File: config.mk
export PLATFORM = sky130hd
export DESIGN_NAME = can_long_frame_reassembler_core
export DESIGN_NICKNAME = d
export VERILOG_FILES = /design/src/design/can_lfr_pkg.sv /design/src/design/can_lfr_ram.sv /design/src/design/can_lfr_queue.sv /design/src/design/can_lfr_front.sv /design/src/design/can_lfr_back.sv /design/src/design/can_lfr_front_back_note.sv
export SDC_FILE = /design/constraint.sdc
export NUM_CORES = 2
export LEC_CHECK = 0
export BUFFER_PORTS_ARGS = -buffer_cell sky130_fd_sc_hd__buf_4
export CAP_MARGIN = 20
export CORE_MARGIN = 2
export CORE_UTILIZATION = 30
export DETAILED_ROUTE_END_ITERATION = 6
export PLACE_DENSITY = 0.55
export RECOVER_POWER = 50
export SYNTH_ARGS = -nofsm -noshare
export SYNTH_HDL_FRONTEND = slang
export SYNTH_HIERARCHICAL = 1
export SYNTH_SLANG_ARGS = --single-unit
File: constraint.sdc
create_clock -name clk -period 11.89 [get_ports clk]
set_clock_uncertainty 0.2 [all_clocks]
set_input_delay 1.189 -clock clk [delete_from_list [all_inputs] [get_ports clk]]
set_output_delay 1.189 -clock clk [all_outputs]
set_load 0.05 [all_outputs]
File: src/design/can_lfr_pkg.sv
`timescale 1ns / 1ps
// ----------------------------------------------------------------------------
// can_lfr_pkg
// Shared sizes, codes and the command format between the front and back end
// of the long frame reassembler.
// ----------------------------------------------------------------------------
package can_lfr_pkg;

	localparam int NUM_ENTRIES = 4;
	localparam int ENTRY_BYTES = 56;
	localparam int SEG_BYTES   = 7;
	localparam int MAX_SEG     = 16;
	localparam int QUEUE_DEPTH = 2;

	localparam int ID_W    = 29;
	localparam int ENT_W   = (NUM_ENTRIES > 1) ? $clog2(NUM_ENTRIES) : 1;
	localparam int FILL_W  = $clog2(ENTRY_BYTES + 1);
	localparam int OFF_W   = $clog2(MAX_SEG * SEG_BYTES);
	localparam int CNT_W   = $clog2(SEG_BYTES + 1);
	localparam int MEM_DEPTH = NUM_ENTRIES * ENTRY_BYTES;
	localparam int ADDR_W  = $clog2(MEM_DEPTH);
	localparam int OIDX_W  = 6;

	localparam logic [31:0] TIMEOUT_RESET = 32'd5000;

	localparam logic [1:0] POS_SINGLE = 2'd0;
	localparam logic [1:0] POS_BEGIN  = 2'd1;
	localparam logic [1:0] POS_MIDDLE = 2'd2;
	localparam logic [1:0] POS_END    = 2'd3;

	localparam logic [1:0] ST_BYTE     = 2'd0;
	localparam logic [1:0] ST_NO_FREE  = 2'd1;
	localparam logic [1:0] ST_NO_ENTRY = 2'd2;

	typedef enum logic [1:0] {
		CMD_WRITE,
		CMD_EMIT,
		CMD_ERROR
	} cmd_kind_t;

	typedef struct packed {
		cmd_kind_t                   kind;
		logic [ENT_W-1:0]            entry;
		logic [ID_W-1:0]             id;
		logic [OFF_W-1:0]            offset;
		logic [CNT_W-1:0]            count;
		logic [SEG_BYTES-1:0][7:0]   data;
		logic [FILL_W-1:0]           len;
		logic [1:0]                  status;
	} cmd_t;

endpackage

File: src/design/can_lfr_ram.sv
`timescale 1ns / 1ps
// ----------------------------------------------------------------------------
// can_lfr_ram
// Generic RAM with one write port and one registered read port.
// ----------------------------------------------------------------------------
module can_lfr_ram #(
	parameter int WIDTH = 8,
	parameter int DEPTH = 256
) (
	input  logic                     clk,
	input  logic                     we,
	input  logic [$clog2(DEPTH)-1:0] waddr,
	input  logic [WIDTH-1:0]         wdata,
	input  logic [$clog2(DEPTH)-1:0] raddr,
	output logic [WIDTH-1:0]         rdata
);

	logic [WIDTH-1:0] mem_q [DEPTH];

	always_ff @(posedge clk) begin
		if (we) begin
			mem_q[waddr] <= wdata;
		end
		rdata <= mem_q[raddr];
	end

endmodule

File: src/design/can_lfr_queue.sv
`timescale 1ns / 1ps
// ----------------------------------------------------------------------------
// can_lfr_queue
// Short command queue between the front and back end.
// ----------------------------------------------------------------------------
module can_lfr_queue
	import can_lfr_pkg::*;
(
	input  logic clk,
	input  logic arst_n,
	input  logic push,
	input  cmd_t push_cmd,
	output logic full,
	input  logic pop,
	output cmd_t pop_cmd,
	output logic empty
);

	localparam int PTR_W = (QUEUE_DEPTH > 1) ? $clog2(QUEUE_DEPTH) : 1;
	localparam int LVL_W = $clog2(QUEUE_DEPTH + 1);

	cmd_t             slot_q [QUEUE_DEPTH];
	logic [PTR_W-1:0] wr_ptr_q;
	logic [PTR_W-1:0] rd_ptr_q;
	logic [LVL_W-1:0] level_q;

	assign full    = (level_q == LVL_W'(QUEUE_DEPTH));
	assign empty   = (level_q == '0);
	assign pop_cmd = slot_q[rd_ptr_q];

	always_ff @(posedge clk) begin
		if (push && !full) begin
			slot_q[wr_ptr_q] <= push_cmd;
		end
	end

	always_ff @(posedge clk or negedge arst_n) begin
		if (!arst_n) begin
			wr_ptr_q <= '0;
			rd_ptr_q <= '0;
			level_q  <= '0;
		end else begin
			if (push && !full) begin
				wr_ptr_q <= (wr_ptr_q == PTR_W'(QUEUE_DEPTH - 1)) ? '0 : wr_ptr_q + 1'b1;
			end
			if (pop && !empty) begin
				rd_ptr_q <= (rd_ptr_q == PTR_W'(QUEUE_DEPTH - 1)) ? '0 : rd_ptr_q + 1'b1;
			end
			case ({push && !full, pop && !empty})
				2'b10:   level_q <= level_q + 1'b1;
				2'b01:   level_q <= level_q - 1'b1;
				default: level_q <= level_q;
			endcase
		end
	end

endmodule

File: src/design/can_lfr_front.sv
`timescale 1ns / 1ps
// ----------------------------------------------------------------------------
// can_lfr_front
// Accepts frames, frees timed-out entries, looks up the entry and queues a
// command for the back end. Holds the entry table and the timeout register.
// ----------------------------------------------------------------------------
module can_lfr_front
	import can_lfr_pkg::*;
(
	input  logic                      clk,
	input  logic                      arst_n,
	input  logic                      start,
	output logic                      busy,
	input  logic [ID_W-1:0]           frame_id,
	input  logic [1:0]                position,
	input  logic [3:0]                seg_num,
	input  logic [3:0]                byte_count,
	input  logic [SEG_BYTES-1:0][7:0] data,
	input  logic [31:0]               now,
	input  logic                      cfg_we,
	input  logic [31:0]               cfg_wdata,
	output logic                      push,
	output cmd_t                      push_cmd,
	input  logic                      full
);

	typedef enum logic [1:0] {
		F_IDLE,
		F_SWEEP,
		F_LOOKUP
	} fstate_t;

	fstate_t                   state_q;
	logic [31:0]               timeout_q;
	logic [ID_W-1:0]           key_q   [NUM_ENTRIES];
	logic [FILL_W-1:0]         fill_q  [NUM_ENTRIES];
	logic [31:0]               stamp_q [NUM_ENTRIES];

	logic [ID_W-1:0]           id_q;
	logic [1:0]                pos_q;
	logic [3:0]                seg_q;
	logic [3:0]                cnt_q;
	logic [SEG_BYTES-1:0][7:0] data_q;
	logic [31:0]               now_q;

	logic                      hit_found;
	logic [ENT_W-1:0]          hit_idx;
	logic                      free_found;
	logic [ENT_W-1:0]          free_idx;
	logic                      sel_found;
	logic [ENT_W-1:0]          sel_idx;
	logic [CNT_W-1:0]          end_n;
	logic [CNT_W-1:0]          add_n;
	logic [FILL_W:0]           fill_sum;
	logic [FILL_W-1:0]         fill_new;
	logic [OFF_W-1:0]          seg_off;

	assign busy = (state_q != F_IDLE);

	always_comb begin
		hit_found  = 1'b0;
		hit_idx    = '0;
		free_found = 1'b0;
		free_idx   = '0;
		for (int e = NUM_ENTRIES - 1; e >= 0; e--) begin
			if (fill_q[e] != '0 && key_q[e] == id_q) begin
				hit_found = 1'b1;
				hit_idx   = ENT_W'(e);
			end
			if (fill_q[e] == '0) begin
				free_found = 1'b1;
				free_idx   = ENT_W'(e);
			end
		end
	end

	always_comb begin
		if (pos_q == POS_BEGIN) begin
			sel_found = hit_found || free_found;
			sel_idx   = hit_found ? hit_idx : free_idx;
		end else begin
			sel_found = hit_found;
			sel_idx   = hit_idx;
		end
		if (cnt_q == 4'd0) begin
			end_n = '0;
		end else if (cnt_q - 4'd1 > 4'(SEG_BYTES)) begin
			end_n = CNT_W'(SEG_BYTES);
		end else begin
			end_n = CNT_W'(cnt_q - 4'd1);
		end
		add_n    = (pos_q == POS_END) ? end_n : CNT_W'(SEG_BYTES);
		fill_sum = (FILL_W + 1)'(fill_q[sel_idx]) + (FILL_W + 1)'(add_n);
		fill_new = (fill_sum > (FILL_W + 1)'(ENTRY_BYTES)) ?
			FILL_W'(ENTRY_BYTES) : fill_sum[FILL_W-1:0];
		seg_off  = OFF_W'(seg_q) * OFF_W'(SEG_BYTES);
	end

	always_comb begin
		push_cmd        = '0;
		push_cmd.id     = id_q;
		push_cmd.entry  = sel_idx;
		push_cmd.data   = data_q;
		push_cmd.len    = fill_new;
		push = (state_q == F_LOOKUP) && !full;
		if (!sel_found) begin
			push_cmd.kind   = CMD_ERROR;
			push_cmd.status = (pos_q == POS_BEGIN) ? ST_NO_FREE : ST_NO_ENTRY;
		end else begin
			push_cmd.status = ST_BYTE;
			case (pos_q)
				POS_BEGIN: begin
					push_cmd.kind   = CMD_WRITE;
					push_cmd.offset = '0;
					push_cmd.count  = CNT_W'(SEG_BYTES);
				end
				POS_END: begin
					push_cmd.kind   = CMD_EMIT;
					push_cmd.offset = seg_off;
					push_cmd.count  = end_n;
				end
				default: begin
					push_cmd.kind   = CMD_WRITE;
					push_cmd.offset = seg_off;
					push_cmd.count  = CNT_W'(SEG_BYTES);
				end
			endcase
		end
	end

	always_ff @(posedge clk) begin
		if (start && !busy) begin
			id_q   <= frame_id;
			pos_q  <= position;
			seg_q  <= seg_num;
			cnt_q  <= byte_count;
			data_q <= data;
			now_q  <= now;
		end
	end

	always_ff @(posedge clk or negedge arst_n) begin
		if (!arst_n) begin
			state_q   <= F_IDLE;
			timeout_q <= TIMEOUT_RESET;
			for (int e = 0; e < NUM_ENTRIES; e++) begin
				key_q[e]   <= '0;
				fill_q[e]  <= '0;
				stamp_q[e] <= '0;
			end
		end else begin
			if (cfg_we) begin
				timeout_q <= cfg_wdata;
			end
			case (state_q)
				F_IDLE: begin
					if (start && position != POS_SINGLE) begin
						state_q <= F_SWEEP;
					end
				end
				F_SWEEP: begin
					for (int e = 0; e < NUM_ENTRIES; e++) begin
						if (fill_q[e] != '0 && (now_q - stamp_q[e]) > timeout_q) begin
							key_q[e]  <= '0;
							fill_q[e] <= '0;
						end
					end
					state_q <= F_LOOKUP;
				end
				F_LOOKUP: begin
					if (!full) begin
						state_q <= F_IDLE;
						if (sel_found) begin
							stamp_q[sel_idx] <= now_q;
							case (pos_q)
								POS_BEGIN: begin
									key_q[sel_idx]  <= id_q;
									fill_q[sel_idx] <= FILL_W'(SEG_BYTES);
								end
								POS_END: begin
									key_q[sel_idx]  <= '0;
									fill_q[sel_idx] <= '0;
								end
								default: begin
									fill_q[sel_idx] <= fill_new;
								end
							endcase
						end
					end
				end
				default: state_q <= F_IDLE;
			endcase
		end
	end

endmodule

File: src/design/can_lfr_back.sv
`timescale 1ns / 1ps
// ----------------------------------------------------------------------------
// can_lfr_back
// Executes queued commands: writes frame bytes into the payload store and
// streams a finished payload, or an error, out one item per cycle.
// ----------------------------------------------------------------------------
module can_lfr_back
	import can_lfr_pkg::*;
(
	input  logic              clk,
	input  logic              arst_n,
	input  cmd_t              pop_cmd,
	input  logic              empty,
	output logic              pop,
	output logic              result_valid,
	output logic [ID_W-1:0]   out_id,
	output logic [7:0]        out_byte,
	output logic [OIDX_W-1:0] out_index,
	output logic              out_last,
	output logic [1:0]        status
);

	typedef enum logic [1:0] {
		B_IDLE,
		B_WRITE,
		B_EMIT
	} bstate_t;

	bstate_t                state_q;
	cmd_t                   cmd_q;
	logic [CNT_W-1:0]       wr_cnt_q;
	logic [FILL_W-1:0]      rd_cnt_q;
	logic [MEM_DEPTH-1:0]   written_q;

	logic                   valid_s1;
	logic [ID_W-1:0]        id_s1;
	logic [OIDX_W-1:0]      index_s1;
	logic                   last_s1;
	logic [1:0]             status_s1;
	logic                   use_ram_s1;

	logic [OFF_W:0]         wr_off;
	logic [ADDR_W:0]        base;
	logic                   ram_we;
	logic [ADDR_W-1:0]      ram_waddr;
	logic [ADDR_W-1:0]      ram_raddr;
	logic [7:0]             ram_rdata;
	logic                   rd_last;

	assign pop     = (state_q == B_IDLE) && !empty;
	assign base    = (ADDR_W + 1)'(cmd_q.entry) * (ADDR_W + 1)'(ENTRY_BYTES);
	assign wr_off  = (OFF_W + 1)'(cmd_q.offset) + (OFF_W + 1)'(wr_cnt_q);
	assign ram_we  = (state_q == B_WRITE) && (wr_cnt_q < cmd_q.count) &&
		(wr_off < (OFF_W + 1)'(ENTRY_BYTES));
	assign ram_waddr = ADDR_W'(base + (ADDR_W + 1)'(wr_off));
	assign ram_raddr = ADDR_W'(base + (ADDR_W + 1)'(rd_cnt_q));
	assign rd_last   = (rd_cnt_q + 1'b1 == cmd_q.len);

	can_lfr_ram #(
		.WIDTH (8),
		.DEPTH (MEM_DEPTH)
	) u_store (
		.clk   (clk),
		.we    (ram_we),
		.waddr (ram_waddr),
		.wdata (cmd_q.data[wr_cnt_q]),
		.raddr (ram_raddr),
		.rdata (ram_rdata)
	);

	always_ff @(posedge clk) begin
		if (pop) begin
			cmd_q <= pop_cmd;
		end
		id_s1 <= (pop) ? pop_cmd.id : cmd_q.id;
		if (pop) begin
			index_s1   <= '0;
			last_s1    <= 1'b1;
			status_s1  <= pop_cmd.status;
			use_ram_s1 <= 1'b0;
		end else begin
			index_s1   <= OIDX_W'(rd_cnt_q);
			last_s1    <= rd_last;
			status_s1  <= ST_BYTE;
			use_ram_s1 <= written_q[ram_raddr];
		end
		out_id    <= id_s1;
		out_byte  <= use_ram_s1 ? ram_rdata : 8'd0;
		out_index <= index_s1;
		out_last  <= last_s1;
		status    <= status_s1;
	end

	always_ff @(posedge clk or negedge arst_n) begin
		if (!arst_n) begin
			state_q      <= B_IDLE;
			wr_cnt_q     <= '0;
			rd_cnt_q     <= '0;
			written_q    <= '0;
			valid_s1     <= 1'b0;
			result_valid <= 1'b0;
		end else begin
			result_valid <= valid_s1;
			valid_s1     <= 1'b0;
			if (ram_we) begin
				written_q[ram_waddr] <= 1'b1;
			end
			case (state_q)
				B_IDLE: begin
					wr_cnt_q <= '0;
					rd_cnt_q <= '0;
					if (pop) begin
						if (pop_cmd.kind == CMD_ERROR) begin
							valid_s1 <= 1'b1;
						end else begin
							state_q <= B_WRITE;
						end
					end
				end
				B_WRITE: begin
					if (wr_cnt_q < cmd_q.count) begin
						wr_cnt_q <= wr_cnt_q + 1'b1;
					end else if (cmd_q.kind == CMD_EMIT) begin
						state_q <= B_EMIT;
					end else begin
						state_q <= B_IDLE;
					end
				end
				B_EMIT: begin
					valid_s1 <= 1'b1;
					rd_cnt_q <= rd_cnt_q + 1'b1;
					if (rd_last) begin
						state_q <= B_IDLE;
					end
				end
				default: state_q <= B_IDLE;
			endcase
		end
	end

endmodule

File: src/design/can_lfr_front_back_note.sv
`timescale 1ns / 1ps
// ----------------------------------------------------------------------------
// can_long_frame_reassembler_core
// Top level of the segmented CAN frame reassembler.
// ----------------------------------------------------------------------------
// After a frame is taken, busy is high through the sweep and lookup states;
// lookup holds while the command queue is full. The back end pops a command,
// writes its stored bytes one at a time, then streams a payload one byte per
// cycle through the RAM read, s1 and output registers. The byte-wide store
// port limits the frame rate; the receiver cannot stall the results. Reset
// clears the entry table; every store byte is marked unwritten and reads zero.
module can_long_frame_reassembler_core
	import can_lfr_pkg::*;
(
	input  logic              clk,
	input  logic              arst_n,
	input  logic              start,
	output logic              busy,
	input  logic [ID_W-1:0]   frame_id,
	input  logic [1:0]        position,
	input  logic [3:0]        seg_num,
	input  logic [3:0]        byte_count,
	input  logic [7:0]        data0,
	input  logic [7:0]        data1,
	input  logic [7:0]        data2,
	input  logic [7:0]        data3,
	input  logic [7:0]        data4,
	input  logic [7:0]        data5,
	input  logic [7:0]        data6,
	input  logic [31:0]       now,
	input  logic              cfg_we,
	input  logic [31:0]       cfg_wdata,
	output logic              result_valid,
	output logic [ID_W-1:0]   out_id,
	output logic [7:0]        out_byte,
	output logic [OIDX_W-1:0] out_index,
	output logic              out_last,
	output logic [1:0]        status
);

	logic [SEG_BYTES-1:0][7:0] data;
	logic                      push;
	cmd_t                      push_cmd;
	logic                      full;
	logic                      pop;
	cmd_t                      pop_cmd;
	logic                      empty;

	assign data = {data6, data5, data4, data3, data2, data1, data0};

	can_lfr_front u_front (
		.clk        (clk),
		.arst_n     (arst_n),
		.start      (start),
		.busy       (busy),
		.frame_id   (frame_id),
		.position   (position),
		.seg_num    (seg_num),
		.byte_count (byte_count),
		.data       (data),
		.now        (now),
		.cfg_we     (cfg_we),
		.cfg_wdata  (cfg_wdata),
		.push       (push),
		.push_cmd   (push_cmd),
		.full       (full)
	);

	can_lfr_queue u_queue (
		.clk      (clk),
		.arst_n   (arst_n),
		.push     (push),
		.push_cmd (push_cmd),
		.full     (full),
		.pop      (pop),
		.pop_cmd  (pop_cmd),
		.empty    (empty)
	);

	can_lfr_back u_back (
		.clk          (clk),
		.arst_n       (arst_n),
		.pop_cmd      (pop_cmd),
		.empty        (empty),
		.pop          (pop),
		.result_valid (result_valid),
		.out_id       (out_id),
		.out_byte     (out_byte),
		.out_index    (out_index),
		.out_last     (out_last),
		.status       (status)
	);

endmodule
-- Word-level counts from Yosys, hierarchy flattened
Memory sizes are Yosys's and may differ from the RTL's. A register that Yosys moved wholly into a read port is not among the register bits.
Index checks and enable logic that the tools add are counted.
- $add $sub $neg: 15
- $mul: 2
- divide/modulo/power cells: 0
- magnitude comparators: 14
- eq/ne operators: 29
- shift operators: 0
- muxes and demuxes: 86
- bitwise logic cells: 10
- reduce and logical (&&, ||, !) cells: 52
- operators by type and width (cell ; number):
    116-bit case mux with 2 select lines ; 2
    116-bit 2-to-1 mux ; 2
    224-bit OR ; 1
    29-bit 2-to-1 mux ; 6
    128-bit bitwise mux ; 1
    32-bit > comparator ; 4
    32-bit subtractor ; 4
    116-bit AND ; 1
    116-bit bitwise mux ; 1
    29-bit == test ; 4
    116-bit NOT ; 1
    24-bit case mux with 2 select lines ; 2
    32-bit demux with 2-bit select ; 1
    29-bit demux with 2-bit select ; 1
    24-bit 2-to-1 mux ; 2
    6-bit 2-to-1 mux ; 8
    2-bit 2-to-1 mux ; 20
    32-bit 2-to-1 mux ; 1
    24-bit AND ; 1
    8-bit binary-select mux with 3-bit select ; 1
    24-bit bitwise mux ; 1
    6-bit zero test ; 4
    24-bit NOT ; 1
    6-bit nonzero test ; 4
    56 further kinds ; 134
- bits in registers: 860
- latch bits: 0
- bits in writable memories: 2006
- bits in read-only memories: 0
- bits of input ports: 163
- output and inout bits: 48
- logic and storage cells: 268
- memories: 2
- memories (memory ; words ; bits a word ; rd ports ; clocked after Yosys merged registers in ; write ports ; RTL line ; source):
    u_back.u_store.mem_q ; 224 ; 8 ; 1 ; 1 ; 1 ; can_lfr_ram.sv:18 ; logic [WIDTH-1:0] mem_q [DEPTH];
    u_queue.slot_q ; 2 ; 107 ; 1 ; 0 ; 1 ; can_lfr_queue.sv:22 ; cmd_t slot_q [QUEUE_DEPTH];

-- Longest topological paths before layout
- depth after elaboration: 20
- mapped depth: 27
- depth with buffers taken out: 26

-- Modules after synthesis
The synthesis kept the hierarchy.
- modules (own cells, without submodules) (module ; instances ; cells each ; area each (um2) ; sequential area each (um2)):
    can_lfr_ram ; 1 ; 3269 ; 69779.4 ; 53971.8
    can_lfr_front ; 1 ; 2644 ; 26364.0 ; 11377.2
    can_lfr_back ; 1 ; 1137 ; 16793.6 ; 10785.3
    can_lfr_queue ; 1 ; 351 ; 7985.2 ; 6526.3

-- Worst setup path before layout
Ideal clock, no wire load.
- kind: reg-to-reg
- from: reg u_back.wr_cnt_q[1]
- to: mem u_back.u_store.mem_q[0][5] (data pin)
- library setup time: 1407 ps
- arrival: 7487 ps
- data required time: 10283 ps
- slack: 2795 ps
- cell stages (with the launch flop): 6
- path buffers: 2
- clock period less this slack: 9095 ps
- cells stage by stage: dfrtp_1 clkbuf_1 clkbuf_1 mux4_2 nor2_1 a21oi_1
- longest elaborated chain between the ends: 2
- ends and longest elaborated chain (what ; RTL line ; source):
    from (decl) ; can_lfr_back.sv:31 ; logic [CNT_W-1:0] wr_cnt_q;
    from (signal assigned) ; can_lfr_back.sv:122 ; wr_cnt_q <= wr_cnt_q + 1'b1;
    8-bit binary-select mux with 3-bit select ; can_lfr_back.sv:66 ; .wdata (cmd_q.data[wr_cnt_q]),
    8-bit 2-to-1 mux (not written as such) ; can_lfr_back.sv:66 ;
    to (decl) ; can_lfr_ram.sv:18 ;
No other way between the ends. The select of a mux whose other input is x is not followed.

-- Worst setup path in the final report
- from: reg u_back.wr_cnt_q[1]
- to: mem u_back.u_store.mem_q[52][2] (data pin)
The elaborated chain is that of the path after synthesis.

==> results_dict.tcl <==
set metrics [dict create \
    status "complete, but fails checks" \
    violations "capacitance limit, slew limit" \
    synth-seq-area-share_pct 68.4 \
    total_power_mw 35.5 \
    leakagePower_nw 47.1 \
    finalHoldViolCount 0 \
    cts.clk_slew.worst_paths_ns 0.06 \
    fin_util_pct 34.2 \
    yosysWarningCount 6 \
    cts_buffers 318 \
    dieArea_um2 408000 \
    reg2reg_slack_ns 3.16 \
    drv_slew 2012 \
    rsz0062_at_grt "no" \
    synth_edf_count 2238 \
    p_int_mw 23.0 \
    hold_buffers 0 \
    post_drt_wl_per_cell_um 23.4 \
    drt_wl_total_mm 310 \
    fp.dieH_um 639 \
    cp-start-kind "flip-flop" \
    maxCapViolations 26 \
    p_sw_share_pct 35.2 \
    crit_fanout 202 \
    via_per_inst 5.02 \
    post_cts_resized 0 \
    chipWidth_um 639 \
    grt_max_degree 225 \
    arrival_ns 8.56 \
    fin_crit_ns 8.73 \
    antenna_found_initial 15 \
    clockBufferDepth 4 \
    syn_avg_cell_area_um2 16.3 \
    tns_ns 0 \
    final_nets 8127 \
    root_buffer "clkbuf_16" \
    worst_ep_required_time_ns 11.72 \
    worstSkewPairLatency_ns 0.89 \
    synth_cells 7401 \
    p_switching_mw 12.5 \
    overflow 0 \
    ys_seq_elements 2874 \
    setup_slack_ns 3.16 \
    row_count 233 \
    power.density_nw_per_um2 258 \
    critPathKind "reg2reg" \
    ios 211 \
    syn-num-nets 7856 \
    drc 0 \
    drt-initial-drc-count 6385 \
    min_period_over_period_pct 73.4 \
    max_freq_ghz 0.115 \
    vias 66300 \
    syn2layout_area_growth_pct 13.7 \
    ir_worst_vdd_mv 0.336 \
    post-cts-setup-buffers 0 \
    relSlewSlack_pct -423 \
    postRouteAntennaNets 0 \
    layout-drive-gt1-share_pct 16.4 \
    combinationalPowerShare_pct 31.6 \
    portBuffers 210 \
    setup_viol 0 \
    yosys_most_used_dff "edfxtp_1" \
    end_kind "flip-flop" \
    grt_use_total_pct 14.8 \
    tightestPinTransition_ns 7.84 \
    ys_async_sr_fraction_pct 18.9 \
    yosys.cell_types.count 106 \
    core-area_um2 402000 \
    start_util_pct 30.1 \
    pwr-share-clk_pct 26.5 \
    hold_class "reg2reg" \
    clock_sinks 2874 \
    grt_pass1_vias 67400 \
    gp_congestion 0.843 \
    drt-pass1-iter-count 6 \
    cts_tree "done" \
    htreeDepth 5 \
    grt_pass1_wl_mm 457 \
    dpl_worst_slack_ns 5.16 \
    p_seq_share_pct 41.9 \
    synth_area_um2 121000 \
    dp_hpwl_mm 194 \
]
layer usage:
layer,GRT usage (%),share of wire (%),up-vias
met5,0,0.0055,-
met4,4.19,2.8,2
met3,2.18,6.4,475
met2,23.7,47,2075
met1,20.9,44,34400
li1,-,-,29300
synth_stat cells, types with 48 or more instances:
cell	number	area, µm²
inv_1	220	826
o22ai_1	96	601
buf_4	48	360
nor2_1	435	1630
xor2_1	148	1300
xnor2_1	111	972
nor2b_1	68	425
nand4_1	72	450
ha_1	280	3500
dfxtp_1	93	1860
a21oi_1	202	1010
a22o_1	136	1190
mux2i_1	171	1710
mux2_2	138	1550
buf_2	104	521
nand2_1	366	1370
nand3_1	70	350
o21ai_0	249	1250
dfrtp_1	538	13500
o21bai_1	187	1400
mux4_2	468	10500
nor3_1	73	365
a21o_1	144	1080
edfxtp_1	2238	67200
clkbuf_1	136	510
cells by family (layout without fill, tap and decap cells):
kind of cell    count (synthesis)  in the layout  share of synthesized area, %
simple gates                 1309           1309                          5.26
mux                           803            803                          11.8
other cells                     0              4                             0
flops                        2874           2874                          68.4
xor+xnor                      261            261                          1.90
compound gates               1274           1274                          7.16
fa+ha+maj                     293            293                          3.11
buf+inv                       587           1106                          2.45
power by group through the flow:
stage | combinational (mW) | clock [mW] | sequential (mW)
6_report | 11.2 | 9.41 | 14.9
5_1_grt | 12.2 | 10.0 | 15.0
4_1_cts | 11.5 | 9.67 | 14.5
3_5_place_dp | 11.5 | 0 | 14.7
3_3_place_gp | 11.2 | 0 | 14.7
2_1_floorplan | 7.06 | 0 | 15.4
flip-flops by register name, indices dropped and copies added, names as in the netlist, 32 cells and up:
register	cells
u_back/u_store/mem_q	1792
u_back/written_q	224
u_queue/slot_q	214
u_front/stamp_q	128
u_front/key_q	116
u_back/cmd_q	105
u_front/push_cmd	56
u_front/now_q	32
u_front/timeout_q	32
worst paths after layout:
path / endpoint / cells after the start / startpoint
max: u_back/u_store/mem_q[52][2] / 5 / u_back/wr_cnt_q[1]
min: u_back/out_id[5] / 0 / u_back/id_s1[5]
max reg2reg: u_back/u_store/mem_q[52][2] / 5 / u_back/wr_cnt_q[1]
min reg2reg: u_back/out_id[5] / 0 / u_back/id_s1[5]
max in group asynchronous: u_front/timeout_q[1] / 3 / arst_n
min in group asynchronous: u_front/key_q[19] / 1 / arst_n
cell type report:
type                            count  area [µm²]
Multi-Input combinational cell   3940       35400
Antenna cell                        4        10.0
Inverter                          227         855
Tap cell                         5287        6620
Clock inverter                    138        1280
Timing Repair Buffer              311        2040
Fill cell                       38200      265000
Sequential cell                  2874       82700
Clock buffer                      430        8610
worst max-delay path, stage by stage (launching register included):
cell	delay, ns
dfrtp_1	0.39
clkbuf_1	1.43
mux4_2	0.63
nor2_1	0.07
a21oi_1	1.53
clkbuf_2	3.29
per-stage QoR:
stage	hold WS, ns	std cells	area (µm²)
after floorplan	0.110	7401	121000
after global placement	0.114	12600	128000
after detailed placement	0.112	12600	128000
after CTS	0.0317	13200	138000
after global routing	0.130	13200	137000
final	0.123	13200	137000
cells in the final DEF, fill, tap and decap left out, types with 19 or more instances in the layout:
cell type,Yosys,layout
a211oi_1,39,39
a21o_1,144,144
a21oi_1,202,196
a22o_1,136,136
a22oi_1,26,26
and2_1,32,19
and3_1,28,28
buf_4,48,91
clkbuf_1,136,216
clkbuf_16,0,321
clkbuf_4,3,74
clkinv_1,2,44
clkinv_2,0,42
dfrtp_1,538,536
dfxtp_1,93,93
edfxtp_1,2238,2238
ha_1,280,279
inv_1,220,219
mux2_1,0,46
mux2_2,138,110
mux2i_1,171,171
mux4_2,468,468
nand2_1,366,365
nand2b_1,34,35
nand3_1,70,62
nand4_1,72,72
nor2_1,435,431
nor2b_1,68,68
nor3_1,73,72
nor4_1,41,41
o211ai_1,30,30
o21a_1,19,19
o21ai_0,249,249
o21bai_1,187,187
o22ai_1,96,96
xnor2_1,111,110
xor2_1,148,148
(Power assumes the default switching activity.)
